--- config.mk ---
export PLATFORM = sky130hd
export DESIGN_NAME = plda_llr_scorer_flat
export DESIGN_NICKNAME = d
export VERILOG_FILES = /design/src/hdl/pls_pkg.sv /design/src/hdl/pls_ifs.sv /design/src/hdl/plda_llr_scorer.sv /design/src/flat_wrapper.sv
export VERILOG_INCLUDE_DIRS = /design/src /design/src/hdl
export SDC_FILE = /design/constraint.sdc
export NUM_CORES = 2
export LEC_CHECK = 0
export BUFFER_PORTS_ARGS = -buffer_cell sky130_fd_sc_hd__buf_4
export CORE_ASPECT_RATIO = 2
export CORE_MARGIN = 2
export CORE_UTILIZATION = 60
export DETAILED_ROUTE_END_ITERATION = 6
export PLACE_DENSITY_LB_ADDON = 0.1
export SYNTH_ARGS = -nofsm -noshare
export SYNTH_HDL_FRONTEND = slang
export SYNTH_SLANG_ARGS = --single-unit
--- constraint.sdc ---
create_clock -name clk -period 9.9 [get_ports clk]
set_clock_uncertainty 0.05 [all_clocks]
set_input_delay 0.495 -clock clk [delete_from_list [all_inputs] [get_ports clk]]
set_output_delay 0.495 -clock clk [all_outputs]
set_load 0.02 [all_outputs]
--- src/hdl/assert_macros.svh ---
// assertion macros shared by the rtl files
// no dependencies; included where concurrent checks are written
`ifndef ASSERT_MACROS_SVH
`define ASSERT_MACROS_SVH

// implication checked at each rising edge, off while reset is high
`define ASSERT_CLK(label, clk, rst, prop, msg) \
  label: assert property (@(posedge clk) disable iff (rst) prop) else $error(msg);

// same check written with a next-cycle consequent
`define ASSERT_NEXT(label, clk, rst, ante, cons, msg) \
  label: assert property (@(posedge clk) disable iff (rst) (ante) |=> (cons)) else $error(msg);

`endif

--- src/hdl/pls_pkg.sv ---
// types and constants for the plda llr scorer
// no dependencies; used by the top level
package pls_pkg;

  localparam int unsigned DIV_N     = 58;  // dividend bits of the shared divider
  localparam int unsigned DIVISOR_W = 35;
  localparam int unsigned MUL_A_W   = 34;
  localparam int unsigned MUL_B_W   = 32;
  localparam int unsigned PROD_W    = MUL_A_W + MUL_B_W;
  localparam int unsigned TERM_W    = 40;
  localparam logic [31:0] LN2_Q32   = 32'd2977044472;
  localparam logic [16:0] ONE_Q16   = 17'h10000;

  typedef enum logic [4:0] {
    S_IDLE,
    S_NP,
    S_NPU,
    S_DM_LD,
    S_DM,
    S_DVA_LD,
    S_DVA,
    S_SQV,
    S_DV_LD,
    S_DV,
    S_SQD,
    S_DD_LD,
    S_DD,
    S_LN_LD,
    S_LN_NORM,
    S_LN_SQ,
    S_LN_ST,
    S_LN_CV,
    S_LN_ADD,
    S_ACC
  } state_t;

endpackage

--- src/hdl/pls_ifs.sv ---
// valid/ready channels of the plda llr scorer: dimension items in, scores out
// no dependencies
interface pls_item_if;
  logic        valid;
  logic        ready;
  logic [23:0] psi_value;
  logic signed [23:0] enroll_value;
  logic signed [23:0] test_value;
  logic        last_dim;
  modport source (output valid, psi_value, enroll_value, test_value, last_dim, input ready);
  modport sink (input valid, psi_value, enroll_value, test_value, last_dim, output ready);
endinterface

interface pls_score_if;
  logic        valid;
  logic        ready;
  logic signed [31:0] llr_score;
  logic        score_saturated;
  modport source (output valid, llr_score, score_saturated, input ready);
  modport sink (input valid, llr_score, score_saturated, output ready);
endinterface

--- src/hdl/plda_llr_scorer.sv ---
// plda log-likelihood ratio scorer, diagonal model, one dimension per item
// depends on pls_pkg, pls_ifs.sv and assert_macros.svh
//
// usage:
//   item channel: one dimension per item (psi, enrollment mean, test value,
//   last_dim). score channel: one Q16.16 score plus saturation flag per vector
//   pair, sent after the item flagged last_dim.
//   cfg_wr_en/cfg_wr_data write the enrollment count while the block is idle.
//   an item passes through four 58-step divisions in the shared restoring divider
//   (one quotient bit a cycle) plus two logs, each a run of normalize steps and
//   16 squarings through the shared multiplier.
//   throughput: one item at a time; item.ready is high only when idle.
//   the score sits in an output register; a stalled receiver holds it, and the
//   block keeps taking items until the next last dimension needs that register.
//   reset (rst, synchronous): enrollment count 1, accumulator and saturation
//   flag cleared, no score pending.
`include "assert_macros.svh"

module plda_llr_scorer #(
  parameter int ACC_WIDTH = 48
) (
  input  logic              clk,
  input  logic              rst,
  input  logic              cfg_wr_en,
  input  logic [9:0]        cfg_wr_data,
  pls_item_if.sink          item,
  pls_score_if.source       score
);

  localparam int AW = ACC_WIDTH;

  pls_pkg::state_t state, state_next;

  logic [9:0]  enroll_count;
  logic [23:0] psi;
  logic        usign;
  logic [23:0] ua;
  logic signed [23:0] v;
  logic        last;
  logic [33:0] np;
  logic [34:0] d;
  logic [24:0] w;
  logic [25:0] va;
  logic signed [24:0] m;
  logic [24:0] dabs;
  logic [pls_pkg::PROD_W-1:0] prod;
  logic signed [pls_pkg::TERM_W-1:0] term;
  logic [34:0] rem;
  logic [pls_pkg::DIV_N-1:0] quo;
  logic [pls_pkg::DIVISOR_W-1:0] divisor;
  logic [5:0]  cnt;
  logic [30:0] y;
  logic [4:0]  p;
  logic [19:0] l2;
  logic        ln_sel;
  logic signed [AW-1:0] acc;
  logic        sat_seen;

  // shared multiplier operands
  logic [pls_pkg::MUL_A_W-1:0] mul_a;
  logic [pls_pkg::MUL_B_W-1:0] mul_b;
  logic [pls_pkg::PROD_W-1:0]  mul_p;

  // shared divider step
  logic [35:0] div_trial;
  logic        div_ge;
  logic [34:0] rem_n;
  logic [pls_pkg::DIV_N-1:0] quo_n;
  logic        div_last;

  // misc datapath
  logic signed [25:0] diff;
  logic [31:0] sq_t;
  logic [20:0] ln_val;
  logic signed [AW:0] acc_sum;
  logic signed [AW-1:0] acc_new;
  logic        acc_ovf;
  logic signed [AW-1:0] half;
  logic        fits;
  logic        out_free;
  logic [57:0] div_load;

  assign mul_p = mul_a * mul_b;

  always_comb begin
    mul_a = '0;
    mul_b = '0;
    unique case (state)
      pls_pkg::S_NP: begin
        mul_a = {24'd0, enroll_count};
        mul_b = {8'd0, psi};
      end
      pls_pkg::S_NPU: begin
        mul_a = prod[33:0];
        mul_b = {8'd0, ua};
      end
      pls_pkg::S_SQV: begin
        mul_a = {10'd0, (v[23] ? 24'(-v) : 24'(v))};
        mul_b = {8'd0, (v[23] ? 24'(-v) : 24'(v))};
      end
      pls_pkg::S_SQD: begin
        mul_a = {9'd0, dabs};
        mul_b = {7'd0, dabs};
      end
      pls_pkg::S_LN_SQ: begin
        mul_a = {3'd0, y};
        mul_b = {1'b0, y};
      end
      pls_pkg::S_LN_CV: begin
        mul_a = {14'd0, l2};
        mul_b = pls_pkg::LN2_Q32;
      end
      default: ;
    endcase
  end

  assign div_trial = {rem, quo[pls_pkg::DIV_N-1]} - {1'b0, divisor};
  assign div_ge    = {rem, quo[pls_pkg::DIV_N-1]} >= {1'b0, divisor};
  assign rem_n     = div_ge ? div_trial[34:0] : {rem[33:0], quo[pls_pkg::DIV_N-1]};
  assign quo_n     = {quo[pls_pkg::DIV_N-2:0], div_ge};
  assign div_last  = (cnt == 6'(pls_pkg::DIV_N - 1));

  assign diff   = 26'(m) - 26'(v);
  assign sq_t   = prod[61:30];
  assign ln_val = 21'((prod[51:0] + 52'h8000_0000) >> 32);

  assign acc_sum = {acc[AW-1], acc} + {{(AW + 1 - pls_pkg::TERM_W){term[pls_pkg::TERM_W-1]}}, term};
  assign acc_ovf = acc_sum[AW] != acc_sum[AW-1];
  always_comb begin
    if (acc_ovf) begin
      acc_new = acc_sum[AW] ? {1'b1, {(AW-1){1'b0}}} : {1'b0, {(AW-1){1'b1}}};
    end else begin
      acc_new = acc_sum[AW-1:0];
    end
  end
  assign half = acc_new >>> 1;
  assign fits = (&half[AW-1:31]) || !(|half[AW-1:31]);
  assign out_free = !score.valid || score.ready;

  always_comb begin
    div_load = '0;
    unique case (state)
      pls_pkg::S_DM_LD:  div_load = prod[57:0] + 58'({1'b0, np} + 35'(pls_pkg::ONE_Q16)) / 2;
      pls_pkg::S_DVA_LD: div_load = 58'({psi, 16'd0}) + 58'(d >> 1);
      pls_pkg::S_DV_LD:  div_load = prod[57:0] + 58'(w >> 1);
      pls_pkg::S_DD_LD:  div_load = prod[57:0] + 58'(va >> 1);
      default: ;
    endcase
  end

  assign item.ready = (state == pls_pkg::S_IDLE);

  always_ff @(posedge clk) begin
    if (rst) begin
      state <= pls_pkg::S_IDLE;
    end else begin
      state <= state_next;
    end
  end

  always_comb begin
    state_next = state;
    unique case (state)
      pls_pkg::S_IDLE:    if (item.valid) state_next = pls_pkg::S_NP;
      pls_pkg::S_NP:      state_next = pls_pkg::S_NPU;
      pls_pkg::S_NPU:     state_next = pls_pkg::S_DM_LD;
      pls_pkg::S_DM_LD:   state_next = pls_pkg::S_DM;
      pls_pkg::S_DM:      if (div_last) state_next = pls_pkg::S_DVA_LD;
      pls_pkg::S_DVA_LD:  state_next = pls_pkg::S_DVA;
      pls_pkg::S_DVA:     if (div_last) state_next = pls_pkg::S_SQV;
      pls_pkg::S_SQV:     state_next = pls_pkg::S_DV_LD;
      pls_pkg::S_DV_LD:   state_next = pls_pkg::S_DV;
      pls_pkg::S_DV:      if (div_last) state_next = pls_pkg::S_SQD;
      pls_pkg::S_SQD:     state_next = pls_pkg::S_DD_LD;
      pls_pkg::S_DD_LD:   state_next = pls_pkg::S_DD;
      pls_pkg::S_DD:      if (div_last) state_next = pls_pkg::S_LN_LD;
      pls_pkg::S_LN_LD:   state_next = pls_pkg::S_LN_NORM;
      pls_pkg::S_LN_NORM: if (y[30]) state_next = pls_pkg::S_LN_SQ;
      pls_pkg::S_LN_SQ:   state_next = pls_pkg::S_LN_ST;
      pls_pkg::S_LN_ST:   state_next = (cnt == 6'd0) ? pls_pkg::S_LN_CV : pls_pkg::S_LN_SQ;
      pls_pkg::S_LN_CV:   state_next = pls_pkg::S_LN_ADD;
      pls_pkg::S_LN_ADD:  state_next = ln_sel ? pls_pkg::S_ACC : pls_pkg::S_LN_LD;
      pls_pkg::S_ACC:     if (!last || out_free) state_next = pls_pkg::S_IDLE;
      default:            state_next = pls_pkg::S_IDLE;
    endcase
  end

  // control registers
  always_ff @(posedge clk) begin
    if (rst) begin
      enroll_count <= 10'd1;
      acc <= '0;
      sat_seen <= 1'b0;
      score.valid <= 1'b0;
      ln_sel <= 1'b0;
    end else begin
      if (cfg_wr_en) enroll_count <= cfg_wr_data;
      if (score.valid && score.ready) score.valid <= 1'b0;
      if (state == pls_pkg::S_IDLE) ln_sel <= 1'b0;
      if (state == pls_pkg::S_LN_ADD) ln_sel <= 1'b1;
      if (state == pls_pkg::S_ACC) begin
        if (!last) begin
          acc <= acc_new;
          sat_seen <= sat_seen | acc_ovf;
        end else if (out_free) begin
          acc <= '0;
          sat_seen <= 1'b0;
          score.valid <= 1'b1;
        end
      end
    end
  end

  // datapath registers
  always_ff @(posedge clk) begin
    prod <= mul_p;
    unique case (state)
      pls_pkg::S_IDLE: begin
        psi   <= item.psi_value;
        usign <= item.enroll_value[23];
        ua    <= item.enroll_value[23] ? 24'(-item.enroll_value) : 24'(item.enroll_value);
        v     <= item.test_value;
        last  <= item.last_dim;
        w     <= 25'(pls_pkg::ONE_Q16) + 25'(item.psi_value);
      end
      pls_pkg::S_NPU: np <= prod[33:0];
      pls_pkg::S_DM_LD, pls_pkg::S_DVA_LD, pls_pkg::S_DV_LD, pls_pkg::S_DD_LD: begin
        rem <= '0;
        quo <= div_load;
        cnt <= '0;
        unique case (state)
          pls_pkg::S_DM_LD: begin
            d <= {1'b0, np} + 35'(pls_pkg::ONE_Q16);
            divisor <= {1'b0, np} + 35'(pls_pkg::ONE_Q16);
          end
          pls_pkg::S_DVA_LD: divisor <= d;
          pls_pkg::S_DV_LD: begin
            divisor <= 35'(w);
            dabs <= diff[25] ? 25'(-diff) : 25'(diff);
          end
          default: divisor <= 35'(va);
        endcase
      end
      pls_pkg::S_DM, pls_pkg::S_DVA, pls_pkg::S_DV, pls_pkg::S_DD: begin
        rem <= rem_n;
        quo <= quo_n;
        cnt <= cnt + 6'd1;
        if (div_last) begin
          unique case (state)
            pls_pkg::S_DM:  m <= usign ? -$signed({1'b0, quo_n[23:0]}) : $signed({1'b0, quo_n[23:0]});
            pls_pkg::S_DVA: va <= 26'(pls_pkg::ONE_Q16) + quo_n[25:0];
            pls_pkg::S_DV:  term <= $signed({1'b0, quo_n[pls_pkg::TERM_W-2:0]});
            default:        term <= term - $signed({1'b0, quo_n[pls_pkg::TERM_W-2:0]});
          endcase
        end
      end
      pls_pkg::S_LN_LD: begin
        y <= ln_sel ? 31'(va) : 31'(w);
        p <= 5'd30;
      end
      pls_pkg::S_LN_NORM: begin
        if (y[30]) begin
          l2  <= {4'(p - 5'd16), 16'd0};
          cnt <= 6'd15;
        end else begin
          y <= {y[29:0], 1'b0};
          p <= p - 5'd1;
        end
      end
      pls_pkg::S_LN_ST: begin
        // y stays in [1,2) as Q1.30
        if (sq_t[31]) begin
          y <= sq_t[31:1];
          l2[cnt[3:0]] <= 1'b1;
        end else begin
          y <= sq_t[30:0];
        end
        cnt <= cnt - 6'd1;
      end
      pls_pkg::S_LN_ADD: begin
        if (ln_sel) term <= term - pls_pkg::TERM_W'($signed({1'b0, ln_val}));
        else term <= term + pls_pkg::TERM_W'($signed({1'b0, ln_val}));
      end
      pls_pkg::S_ACC: begin
        if (last && out_free) begin
          score.llr_score <= fits ? half[31:0]
                           : (half[AW-1] ? 32'h8000_0000 : 32'h7FFF_FFFF);
          score.score_saturated <= sat_seen | acc_ovf | !fits;
        end
      end
      default: ;
    endcase
  end

  `ASSERT_NEXT(a_accept_starts, clk, rst, item.valid && item.ready, state == pls_pkg::S_NP, "accepted item did not start work")
  `ASSERT_NEXT(a_score_clears, clk, rst, state == pls_pkg::S_ACC && last && out_free, acc == '0 && !sat_seen && score.valid, "score did not clear the sum")
  `ASSERT_CLK(a_norm_nonzero, clk, rst, state == pls_pkg::S_LN_NORM |-> y != 31'd0, "log argument is zero")

endmodule
--- src/flat_wrapper.sv ---
// flat-port wrapper written by rule: the top's interface ports become plain ports
module plda_llr_scorer_flat 
#(
  parameter int ACC_WIDTH = 48
)
  (clk, rst, cfg_wr_en, cfg_wr_data, item_valid, item_psi_value, item_enroll_value, item_test_value, item_last_dim, item_ready, score_valid, score_llr_score, score_score_saturated, score_ready);
  pls_item_if item_i ();
  pls_score_if score_i ();
  input  logic clk;
  input  logic rst;
  input  logic cfg_wr_en;
  input  logic [9:0] cfg_wr_data;
  input wire logic [$bits(item_i.valid)-1:0] item_valid;
  input wire logic [$bits(item_i.psi_value)-1:0] item_psi_value;
  input wire logic [$bits(item_i.enroll_value)-1:0] item_enroll_value;
  input wire logic [$bits(item_i.test_value)-1:0] item_test_value;
  input wire logic [$bits(item_i.last_dim)-1:0] item_last_dim;
  output wire logic [$bits(item_i.ready)-1:0] item_ready;
  output wire logic [$bits(score_i.valid)-1:0] score_valid;
  output wire logic [$bits(score_i.llr_score)-1:0] score_llr_score;
  output wire logic [$bits(score_i.score_saturated)-1:0] score_score_saturated;
  input wire logic [$bits(score_i.ready)-1:0] score_ready;
  assign item_i.valid = item_valid;
  assign item_i.psi_value = item_psi_value;
  assign item_i.enroll_value = item_enroll_value;
  assign item_i.test_value = item_test_value;
  assign item_i.last_dim = item_last_dim;
  assign item_ready = item_i.ready;
  assign score_valid = score_i.valid;
  assign score_llr_score = score_i.llr_score;
  assign score_score_saturated = score_i.score_saturated;
  assign score_i.ready = score_ready;
  plda_llr_scorer #(.ACC_WIDTH(ACC_WIDTH)) u_core (.clk(clk), .rst(rst), .cfg_wr_en(cfg_wr_en), .cfg_wr_data(cfg_wr_data), .item(item_i), .score(score_i));
endmodule
# After elaboration in Yosys (flattened, before gate mapping)
# Index checks and enable logic that the tools add are counted.
[totals] input_bits=88 register_bits=635 wordCells=182 out_inout_bits=35
[classes] mux=52 n_eq_ne=33 order_cmp=3 n_bitwise=3 n_mul=1 reduce_logical=36 addsub=23
[op_table] op="one-hot mux 58 bit (4 select lines)" n=1
[op_table] op="one-hot mux 34 bit (6 select lines)" n=1
[op_table] op="two-way mux 48 bit" n=4
[op_table] op="one-hot mux 32 bit (6 select lines)" n=1
[op_table] op="one-hot mux 40 bit (2 select lines)" n=2
[op_table] op="one-hot mux 58 bit (2 select lines)" n=1
[op_table] op="one-hot mux 35 bit (3 select lines)" n=1
[op_table] op="one-hot mux 5 bit (20 select lines)" n=1
[op_table] op="one-hot mux 31 bit (3 select lines)" n=1
[op_table] op="two-way mux 40 bit" n=2
[op_table] op="adder 34 x 17 -> 35 bit, second input constant" n=2
[op_table] op="one-hot mux 35 bit (2 select lines)" n=1
[op_table] op="two-way mux 32 bit" n=2
[op_table] op="multiplier 34 x 32 -> 62 bit" n=1
[op_table] op="two-way mux 31 bit" n=2
[op_table] op="adder 58 x 24 -> 58 bit" n=1
[op_table] op="adder 58 x 25 -> 58 bit" n=1
[op_table] op="adder 58 x 34 -> 58 bit" n=1
[op_table] op="adder 52 x 32 -> 52 bit, second input constant" n=1
[op_table] op="two-way mux 5 bit" n=10
[op_table] op="adder 48 x 40 -> 49 bit" n=1
[op_table] op="two-way mux 24 bit" n=2
[op_table] op="negation 24 bit" n=2
[op_table] op="adder 40 x 34 -> 41 bit" n=1
[op_table] op="other kinds (53)" n=108

# Logic depth before layout (Yosys ltp)
[logic_depth] ltp_word=8 mapped_depth=40 ltp_nobuf=38

# Worst setup path before layout
# Ideal clock, no wire load.
[synth_path] path_kind="flip-flop to flip-flop" from="reg u_core.state[1]" to="reg u_core.prod[57] in the netlist's numbering" n_path_buf=4 synth_period_minus_slack_ns=10.463 arrival_time_ns=10.340 setup_ns=0.072 required_ns=9.778 path_slack_ns=-0.563 path_stages_with_launch=35 path_cell_list="dfxtp_1 -> clkbuf_1 -> nand2b_1 -> nor4_1 -> clkbuf_1 -> buf_1 -> nand2_1 -> nand2_1 -> clkbuf_1 -> nand2_1 -> fa_1 -> inv_1 -> fa_1 -> inv_1 -> fa_1 -> fa_1 -> inv_1 -> fa_1 -> fa_1 -> fa_1 -> inv_1 -> fa_1 -> inv_1 -> ha_1 -> and2_1 -> a221o_1 -> a211o_1 -> a21oi_1 -> o31a_1 -> a21oi_1 -> o311ai_0 -> o21ai_0 -> a31o_2 -> a21oi_1 -> xnor2_1"
[synth_via] elab_chain_cells=3 word_cells_on_any_way=9 cone_classes="mul: 1; eq/ne: 6; mux: 2"
[synth_lines] item="from (decl)" line="plda_llr_scorer.sv:32" rtl="pls_pkg::state_t state, state_next;"
[synth_lines] item="from (signal assigned)" line="plda_llr_scorer.sv:155" rtl="state <= pls_pkg::S_IDLE;"
[synth_lines] item="from (signal assigned)" line="plda_llr_scorer.sv:157" rtl="state <= state_next;"
[synth_lines] item="== test 5 bit, or another cell as far along" line="plda_llr_scorer.sv:88" rtl="unique case (state)"
[synth_lines] item="one-hot mux 34 bit (6 select lines) or one-hot mux 32 bit (6 select lines) (tied branches)" line="plda_llr_scorer.sv:88"
[synth_lines] item="multiplier 34 x 32 -> 62 bit *" line="plda_llr_scorer.sv:83" rtl="assign mul_p = mul_a * mul_b;"
[synth_lines] item="named net u_core.mul_p, one bit" line="plda_llr_scorer.sv:62" rtl="logic [pls_pkg::PROD_W-1:0] mul_p;"
[synth_lines] item="to (signal assigned)" line="plda_llr_scorer.sv:216" rtl="prod <= mul_p;"
[synth_lines] item="to (decl)" line="plda_llr_scorer.sv:46" rtl="logic [pls_pkg::PROD_W-1:0] prod;"
# Mark *: on every way through the listed nets, which the timed path passes. The rest lies on a longest branch.
# A chain may end at the register's enable or synchronous reset.

# Worst setup path in the final report
[layout_path] from="reg u_core.v[5]" to="reg u_core.prod[60] in the netlist's numbering"
[layout_via] elab_chain_cells=4 word_cells_on_any_way=5 cone_classes="add/sub: 1; mul: 1; mux: 3"
[layout_lines] item="from (decl)" line="plda_llr_scorer.sv:38" rtl="logic signed [23:0] v;"
[layout_lines] item="from (signal assigned)" line="plda_llr_scorer.sv:222" rtl="v <= item.test_value;"
[layout_lines] item="negation 24 bit" line="plda_llr_scorer.sv:98, plda_llr_scorer.sv:99"
[layout_lines] item="two-way mux 24 bit *" line="plda_llr_scorer.sv:98, plda_llr_scorer.sv:99"
[layout_lines] item="one-hot mux 34 bit (6 select lines) or one-hot mux 32 bit (6 select lines) (tied branches)" line="plda_llr_scorer.sv:88"
[layout_lines] item="multiplier 34 x 32 -> 62 bit *" line="plda_llr_scorer.sv:83"
[layout_lines] item="named net u_core.mul_p, one bit" line="plda_llr_scorer.sv:62"
# Marks and branches as above.

==> metrics.cfg <==
[detailed_routing]
first_iter_violations=7073
postRouteAntennaNets=0
drt-wirelength-per-cell_um=25.8
wl_mm=271
dr.pass1.iters=7
viasPerCell=6.14
drc=13
vias=64246

[global_routing]
grt_first_pass_wirelength_mm=399
grt-ovfl-total=0
grt_usage_pct=42.6
grt_max_degree=67
grt_pass1_vias=63103
antenna_found_initial=12

[finish]
area_growth_syn_to_layout_pct=15.3
final_area_um2=86200
final_net_count=10286
drive_gt1_share_pct=12.9
stdcell_count=10471

[run]
max_cap_violations=0

[synthesis]
synth_top_area_cell=fa_1
yosys.area_share.adder_pct=33.9
synth_seq_area_share_pct=23.1
synth_ff_type=edfxtp_1
synth_top_cells_by_count=inv_1, fa_1, nand2_1, nor2_1, ha_1
synthSimpleGateAreaFrac_pct=14.0
synth_top_family_by_area=adder cells
yosysUniqueCellTypes=98
syn_area_um2=74800
ys_ff_latch=618
yosysMostFrequentCell=inv_1
synth-edff-count=490
syn_avg_cell_area_um2=9.08
muxShareOfSynthArea_pct=1.22
synthCells=8232
synth_compound_area_share_pct=14.2
async_flop_share_pct=0
synthXorXnorAreaFrac_pct=5.12
synth_top_area_share_pct=25.7
yosys_warnings=0
synthTopCellsByArea=fa_1, edfxtp_1, ha_1

[power_and_ir_drop]
powerDensity_nw_per_um2=172
power.total_mw=14.8
p_leak_nw=39.6
vdd_drop_max_uv=253

[critical_path]
worstPathMaxFanout=11
timing.rr.end=u_core.prod[60]
r2r_cells=40
required_ps=10430
cpMostUsedCell=fa_1
rrSetupSlack_ps=-570
max_stage_delay_ps=580
crit_slowest_cell=fa_1
regToRegStartpoint=u_core.v[5]
worstPathArrival_ps=11000
start_kind=flip-flop
crit_path_end_kind=flip-flop
crit_type=reg2reg

[floorplanning]
die_y_um=503
pin_count=123
row_count=183
die_width_um=254
start_util_pct=60.4
coreArea_um2=124000
dieArea_um2=128000

[sta]
finalMaxSlewViolations=0
setup_violations=21
period_needed_ps=10470
setup_tns_ps=-6850
hold_viol=0
timing.final.ws_setup_ps=-570
worst_pin_slew_ps=1150
finalCritPeriodShare_pct=106
rsz0062_at_grt=yes
fmax_mhz=95.5
max_slew_margin_pct=21.0

[clock_network]
clk_latency_ps=670
htreeDepth=3
numCtsBuffers=66
clockRootBuffer=clkbuf_16
cts_max_path_buffers=3
tritoncts=done
clock-sinks=618
clkTransAtPathRegs_ps=60

[outcome]
outcome=complete, but fails checks
violations=design-rule violations, negative setup slack

[placement]
dp_cells=10254
pre_cts_ws_ps=-1170
place_hpwl_mm=219
io_buffers=122
gp_congestion=1.04
dpl_cell_area_um2=82000

[min_path]
hold_path_depth=3
min-delay-start=cfg_wr_data[1]
min_path_type=in2reg
hold_end=u_core.enroll_count[1]

==> cell families (layout without fill, tap and decap cells) <==
group / count (synthesis) / count (layout)
AOI/OAI and AO/OA: 1575 / 1575
buffers and inverters: 1666 / 2212
other: 2 / 30
xor gates and xnor gates: 437 / 437
and+or+nand+nor: 2397 / 2397
adders and majority gates: 1450 / 1450
DFF: 618 / 618
muxes: 87 / 87
==> critical path, delay by kind of cell, from the launching register on <==
kind | cells | cell delay [ps]
xor+xnor | 1 | 110
buf+inv | 10 | 1200
compound gates | 11 | 2280
flops | 1 | 430
simple gates | 9 | 2080
fa+ha+maj | 9 | 4200
==> stage by stage <==
step | util [%] | hold WS (ps)
floorplan | - | 374
global placement | 66.2 | 382
detailed placement | 66.2 | 393
CTS | 69.1 | 3.06
global route | 69.6 | 36.3
finish | 69.6 | 24.2
==> cell usage in the layout (no fill, tap or decap), types with 56 or more instances in the layout <==
| cell type | instances |
|---|---|
| mux2i_1 | 56 |
| nor2b_1 | 62 |
| fa_1 | 941 |
| xnor2_1 | 291 |
| ha_1 | 477 |
| nand3_1 | 108 |
| nor3_1 | 68 |
| buf_12 | 78 |
| a21o_1 | 180 |
| xor2_1 | 135 |
| nand2_1 | 929 |
| clkbuf_16 | 69 |
| buf_4 | 664 |
| nor2_1 | 824 |
| inv_1 | 1260 |
| dfxtp_1 | 127 |
| a21oi_1 | 338 |
| and3_1 | 69 |
| edfxtp_1 | 490 |
| nand2b_1 | 63 |
| a22oi_1 | 112 |
| o21ai_0 | 311 |
==> power breakdown <==
part / switching (mW) / total [mW] / leakage, nW / internal, mW
logic: 5.03 / 8.40 / 33.0 / 3.37
clock network: 1.16 / 2.67 / 1.07 / 1.50
registers: 0.508 / 3.77 / 5.57 / 3.26
total: 6.69 / 14.8 / 39.6 / 8.14
==> layer usage <==
| layer | vias up | global-route usage, % | share of wire (%) |
|---|---|---|---|
| met5 | - | 0 | 0.0037 |
| met4 | 2 | 28.3 | 8.1 |
| met3 | 811 | 9.52 | 11 |
| met2 | 3533 | 63.8 | 44 |
| met1 | 31630 | 55.7 | 37 |
| li1 | 28270 | - | - |
==> worst max path at each step <==
stage / startpoint / end / slack [ps] / depth (start not counted)
6_report: u_core.v[5] / u_core.prod[60] / -570 / 40
5_1_grt: u_core.v[5] / u_core.prod[60] / -880 / 40
4_1_cts: u_core.v[5] / u_core.prod[60] / -530 / 39
3_5_place_dp: u_core.v[2] / u_core.prod[60] / -1170 / 38
3_3_place_gp: u_core.v[2] / u_core.prod[60] / -900 / 38
2_1_floorplan: u_core.v[2] / u_core.prod[60] / 4 / 37
==> cell type report <==
| type | instances | area [µm²] |
|---|---|---|
| clock inverter | 31 | 410 |
| antenna | 5 | 12.5 |
| fill | 10000 | 37700 |
| timing repair buffer | 811 | 7310 |
| multi-input combinational | 5971 | 52400 |
| sequential | 618 | 17300 |
| clock buffer | 90 | 1840 |
| inverter | 1280 | 4810 |
| tap | 1665 | 2080 |
==> sequential cells by signal, summed over array words and instances (netlist names), 25 cells and up <==
signal                  count
u_core.score.llr_score     32
u_core.rem                 35
u_core.m                   25
u_core.dabs                25
u_core.np                  34
u_core.y                   31
u_core.w                   25
u_core.acc                 48
u_core.divisor             35
u_core.quo                 58
u_core.va                  26
u_core.prod                62
u_core.term                40
u_core.d                   35
==> what timing repair did <==
action                     CTS  global route
gates cloned                 2             0
hold endpoints to repair    47             0
hold buffers                47             0
setup endpoints to repair   27            31
resized for setup          129            83
buffers inserted            26            19
pin swaps                   59            66
Note: power is estimated with default switching activity, not from simulation.
